[src/rtl/fsla_pkg.sv]
`timescale 1ns / 1ps
// ----------------------------------------------------------------------------
// fsla_pkg
// Shared types and constants for the fixed-slot free-list allocator.
// ----------------------------------------------------------------------------
package fsla_pkg;

    localparam int BLOCK_BYTES   = 4096;
    localparam int MAX_SLOTS_DEF = 512;

    localparam int ELEM_W   = 13;
    localparam int OFFS_W   = 12;
    localparam int STATUS_W = 2;
    localparam int COUNT_W  = 10;
    localparam int QUO_W    = 9;
    localparam int DVD_W    = 13;
    localparam int STEP_W   = $clog2(DVD_W);

    localparam logic [ELEM_W-1:0] ELEM_RESET = ELEM_W'(64);
    localparam logic [ELEM_W-1:0] ELEM_MIN   = ELEM_W'(8);
    localparam logic [DVD_W-1:0]  BLOCK_DVD  = DVD_W'(BLOCK_BYTES);
    localparam logic [OFFS_W-1:0] OFFS_MASK  = OFFS_W'(BLOCK_BYTES - 1);

    localparam logic CMD_ALLOC   = 1'b0;
    localparam logic CMD_RELEASE = 1'b1;

    typedef enum logic [STATUS_W-1:0] {
        STAT_OK    = 2'd0,
        STAT_EMPTY = 2'd1,
        STAT_FULL  = 2'd2
    } t_status;

    typedef struct packed {
        logic              command;
        logic [OFFS_W-1:0] release_offset;
    } t_in_item;

    typedef struct packed {
        logic [OFFS_W-1:0]   slot_offset;
        logic [STATUS_W-1:0] status;
        logic                now_empty;
        logic                now_all_free;
        logic [COUNT_W-1:0]  free_count;
    } t_out_item;

    typedef struct packed {
        logic accept;
        logic init_load;
        logic init_end;
        logic rel_load;
        logic div_step;
        logic pop;
        logic mul;
        logic push;
        logic out_load;
    } t_dp_cmd;

    typedef struct packed {
        logic is_alloc;
        logic is_fail;
        logic div_last;
        logic out_free;
    } t_dp_stat;

endpackage

[src/rtl/fsla_ctrl.sv]
`timescale 1ns / 1ps
// ----------------------------------------------------------------------------
// fsla_ctrl
// Sequencer for the allocator: list rebuild, item decode, divide, stack
// access and result hand-off.
// ----------------------------------------------------------------------------
module fsla_ctrl
    import fsla_pkg::*;
(
    input  logic     i_clk,
    input  logic     i_rst_n,
    input  logic     i_in_valid,
    input  logic     i_cfg_wr_en,
    input  t_dp_stat i_stat,
    output logic     o_in_stall,
    output t_dp_cmd  o_cmd
);

    typedef enum logic [3:0] {
        S_INIT,
        S_INIT_DIV,
        S_INIT_END,
        S_IDLE,
        S_DECODE,
        S_DIV_LOAD,
        S_DIV,
        S_PUSH,
        S_POP,
        S_MUL,
        S_DONE
    } t_state;

    t_state r_state;
    t_state n_state;

    always_comb begin
        n_state = r_state;
        case (r_state)
            S_INIT:     n_state = S_INIT_DIV;
            S_INIT_DIV: if (i_stat.div_last) n_state = S_INIT_END;
            S_INIT_END: n_state = S_IDLE;
            S_IDLE:     if (i_in_valid) n_state = S_DECODE;
            S_DECODE: begin
                if (i_stat.is_fail) begin
                    n_state = S_DONE;
                end else if (i_stat.is_alloc) begin
                    n_state = S_POP;
                end else begin
                    n_state = S_DIV_LOAD;
                end
            end
            S_DIV_LOAD: n_state = S_DIV;
            S_DIV:      if (i_stat.div_last) n_state = S_PUSH;
            S_PUSH:     n_state = S_DONE;
            S_POP:      n_state = S_MUL;
            S_MUL:      n_state = S_DONE;
            S_DONE:     if (i_stat.out_free) n_state = S_IDLE;
            default:    n_state = S_INIT;
        endcase
        if (i_cfg_wr_en) begin
            n_state = S_INIT;
        end
    end

    always_ff @(posedge i_clk) begin
        if (!i_rst_n) begin
            r_state <= S_INIT;
        end else begin
            r_state <= n_state;
        end
    end

    assign o_in_stall = (r_state != S_IDLE);

    always_comb begin
        o_cmd           = '0;
        o_cmd.accept    = (r_state == S_IDLE) && i_in_valid;
        o_cmd.init_load = (r_state == S_INIT);
        o_cmd.init_end  = (r_state == S_INIT_END);
        o_cmd.rel_load  = (r_state == S_DIV_LOAD);
        o_cmd.div_step  = (r_state == S_INIT_DIV) || (r_state == S_DIV);
        o_cmd.pop       = (r_state == S_POP);
        o_cmd.mul       = (r_state == S_MUL);
        o_cmd.push      = (r_state == S_PUSH);
        o_cmd.out_load  = (r_state == S_DONE) && i_stat.out_free;
    end

endmodule

[config.mk]
export PLATFORM = sky130hd
export DESIGN_NAME = fsla_ctrl
export DESIGN_NICKNAME = d
export VERILOG_FILES = /design/src/rtl/fsla_pkg.sv /design/src/rtl/fsla_ctrl.sv
export SDC_FILE = /design/constraint.sdc
export NUM_CORES = 1
export LEC_CHECK = 0
export BUFFER_PORTS_ARGS = -buffer_cell sky130_fd_sc_hd__buf_4
export CAP_MARGIN = 20
export CORE_AREA = 2 2 39 41
export DETAILED_ROUTE_END_ITERATION = 7
export DIE_AREA = 0 0 41 43
export GPL_TIMING_DRIVEN = 0
export PLACE_DENSITY = 0.64
export REMOVE_ABC_BUFFERS = 1
export SLEW_MARGIN = 20
export SYNTH_ARGS = -nofsm -noshare
export SYNTH_HDL_FRONTEND = slang
export SYNTH_SLANG_ARGS = --single-unit
[constraint.sdc]
create_clock -name i_clk -period 1.85 [get_ports i_clk]
set_clock_uncertainty 0.05 [all_clocks]
set_input_delay 0.0925 -clock i_clk [delete_from_list [all_inputs] [get_ports i_clk]]
set_output_delay 0.0925 -clock i_clk [all_outputs]
set_load 0.005 [all_outputs]
==> impl_metrics.json <==
{
  "grt_usage_pct": 11.9,
  "setup-violations-final": 0,
  "crit_chain": "nand2_2, or3_1, nor2_1, buf_4",
  "syn_area_um2": 403,
  "crit_buf_inv": 1,
  "netlist.top_cell.by_area": "dfxtp_1",
  "grt_setup_unrepaired": "no",
  "r2r_slack_ns": 0.22,
  "grt_pass1_vias": 362,
  "seqPwrFrac_pct": 38.5,
  "io_buffer_count": 17,
  "slew_violations": 0,
  "fin_crit_sh_pct": 91.4,
  "cts_num_sinks": 4,
  "postCtsResizedCells": 0,
  "hold_violations": 0,
  "grt_start_max_net_pins": 15,
  "design.die.area_mm2": 0.00176,
  "cts_hold_buf": 0,
  "r2r-start": "r_state[1]$_SDFFE_PP0P_",
  "clk_latency_ns": 0.23,
  "p_leak_nw": 0.218,
  "crit_type": "register to output port",
  "slowest_stage": "dfxtp_1",
  "wl_um": 948,
  "fin_util_pct": 39.9,
  "syn_to_final_growth_pct": 37.0,
  "cts_setup_buffers": 0,
  "drive_above_1_share_pct": 32.9,
  "yosysWarnings": 0,
  "ir_worst_vdd_mv": 0.216,
  "status": "complete, no violations",
  "fill_cells": 148,
  "layout_min_cycle_time_ns": 1.69,
  "arrival_ns": 1.55,
  "cts_buffers": 3,
  "n_antenna_cell": 0,
  "grt_antenna_before_repair": 0,
  "max_freq_ghz": 0.591,
  "cp-start-kind": "register",
  "syn_inst": 54,
  "crit_required_ns": 1.71,
  "postSynthAreaPerCell_um2": 7.46,
  "synth_area_leaders": "dfxtp_1 (20%), nor2_1 (8.4%), nand2b_1 (7.8%)",
  "mostFrequentLayoutCell": "buf_4",
  "synth-seq-cells": 4,
  "dp_hpwl_um": 692,
  "cts_buffer_depth": 2,
  "first_iter_violations": 8,
  "ys_types": 31,
  "drc_errors": 0,
  "comb_power_share_pct": 19.4,
  "worstMarginPinSlew_ns": 0.477,
  "core_area_mm2": 0.00138,
  "hold-worst-slack_ns": 0.107,
  "drtAntennaViolNets": 0,
  "crit_path_end_kind": "output port",
  "top_register": "r_state",
  "clk_transition_reported_paths_ns": 0.04,
  "total_power_w": 0.000252,
  "die_x_um": 41,
  "r2r-end": "r_state[2]$_SDFFE_PP0P_",
  "crit_start": "r_state[1]$_SDFFE_PP0P_",
  "nNetsFinal": 80,
  "swShare_pct": 24.5,
  "crit_end": "o_cmd[8]",
  "die_h_um": 43,
  "max_slew_margin_pct": 68.1,
  "cp_top_family": "flip-flops",
  "root_buffer": "clkbuf_4",
  "reg2reg_depth": 4,
  "top_regs": "r_state x4",
  "hp-class": "input pin to register",
  "power.density_mw_per_mm2": 456,
  "most-common-layout-cells": "buf_4 (17), nor2_1 (9), nand2b_1 (5)",
  "p_switching_w": 0.0000618,
  "drv_cap": 0,
  "routedWlPerCell_um": 11.0,
  "critical_path.max_fanout": 14,
  "via_count": 434,
  "grt_overflow": 0,
  "cp.depth": 4,
  "intPower_w": 0.000190,
  "cts_tree": "built",
  "pin_count": 18,
  "setup_tns_ns": 0,
  "start_util_pct": 29.1,
  "cpPeakStageDelay_ns": 0.60,
  "yosysTopAreaCellShare_pct": 19.9,
  "yosysSeqAreaShare_pct": 19.9,
  "row_count": 14,
  "htreeDepth": 1,
  "gp_congestion": 0.793,
  "first_pass_iters": 3,
  "clkPwrFrac_pct": 42.2,
  "viasPerCell": 5.05,
  "largest_reg_flops": 4,
  "grt_first_pass_wirelength_mm": 1.50
}
routing by layer:
metal  wire length (µm)  vias to the layer above  track usage (%)
met5                  0                        -                0
met3                 41                        2                0
met2                427                       10             18.4
li1                   -                      226                -
met4                 18                        0             6.00
met1                461                      196             16.3
power by group through the flow:
stage,clock network (W),registers [W],logic [W]
2_1_floorplan,0,0.0000957,0.0000262
3_3_place_gp,0,0.0000979,0.0000478
3_5_place_dp,0,0.0000980,0.0000490
4_1_cts,0.000109,0.0000967,0.0000492
5_1_grt,0.000112,0.0000974,0.0000549
6_report,0.000106,0.0000968,0.0000487
synthesized netlist by cell type:
| library cell | n |
|---|---|
| clkbuf_1 | 1 |
| and4b_1 | 1 |
| xor2_1 | 1 |
| xnor2_1 | 1 |
| mux2i_1 | 2 |
| dfxtp_1 | 4 |
| a211o_1 | 1 |
| inv_1 | 2 |
| nor2b_1 | 1 |
| nor3b_1 | 3 |
| o22ai_1 | 1 |
| nor4_1 | 1 |
| o21ai_0 | 1 |
| o21bai_1 | 1 |
| o32ai_4 | 1 |
| a21oi_2 | 1 |
| or4_1 | 1 |
| or3_1 | 1 |
| buf_2 | 2 |
| nor2_1 | 9 |
| nand2_1 | 2 |
| a21oi_1 | 2 |
| o311ai_0 | 1 |
| nand3_1 | 1 |
| buf_4 | 1 |
| o21ai_1 | 1 |
| and2b_1 | 1 |
| nand2_2 | 1 |
| o32ai_1 | 1 |
| nor3_1 | 2 |
| nand2b_1 | 5 |
worst register-to-register path, cell delays in order, from the launching register on:
cell	delay, ns
dfxtp_1	0.60
nand2_2	0.15
xor2_1	0.16
or4_1	0.47
o21ai_1	0.12
logic make-up (layout without fill, tap and decap cells):
kind of cell              Yosys count  after routing  synth area share [%]
buffers and inverters               6             22                  7.14
and+or+nand+nor                    29             29                  39.8
muxes                               2              2                  4.97
xor gates and xnor gates            2              2                  4.35
DFF                                 4              4                  19.9
AOI/OAI and AO/OA                  11             11                  23.9
area by class of cell:
type | instances | area [µm²] | share of cell area, %
clock buffer | 3 | 22.5 | 4.08
inverter | 2 | 7.51 | 1.36
timing repair buffer | 17 | 128 | 23.1
tap | 16 | 20.0 | 3.63
multi-input combinational | 44 | 294 | 53.3
sequential | 4 | 80.1 | 14.5
metrics by stage:
step | area (µm²) | setup WS (ns) | cells
2_1_floorplan | 382 | 0.394 | 50
3_3_place_gp | 529 | 0.222 | 83
3_5_place_dp | 529 | 0.213 | 83
4_1_cts | 552 | 0.137 | 86
5_1_grt | 552 | 0.0694 | 86
6_report | 552 | 0.159 | 86
how the worst min path moves through the flow:
| stage | startpoint | to | depth (start not counted) |
|---|---|---|---|
| 6_report | i_rst_n | r_state[3]$_SDFFE_PP0P_ | 3 |
| 5_1_grt | i_rst_n | r_state[3]$_SDFFE_PP0P_ | 3 |
| 4_1_cts | i_rst_n | r_state[3]$_SDFFE_PP0P_ | 3 |
| 3_5_place_dp | i_rst_n | r_state[3]$_SDFFE_PP0P_ | 3 |
| 3_3_place_gp | i_rst_n | r_state[3]$_SDFFE_PP0P_ | 3 |
| 2_1_floorplan | i_in_valid | o_cmd[8] | 2 |
(Power assumes the default switching activity.)
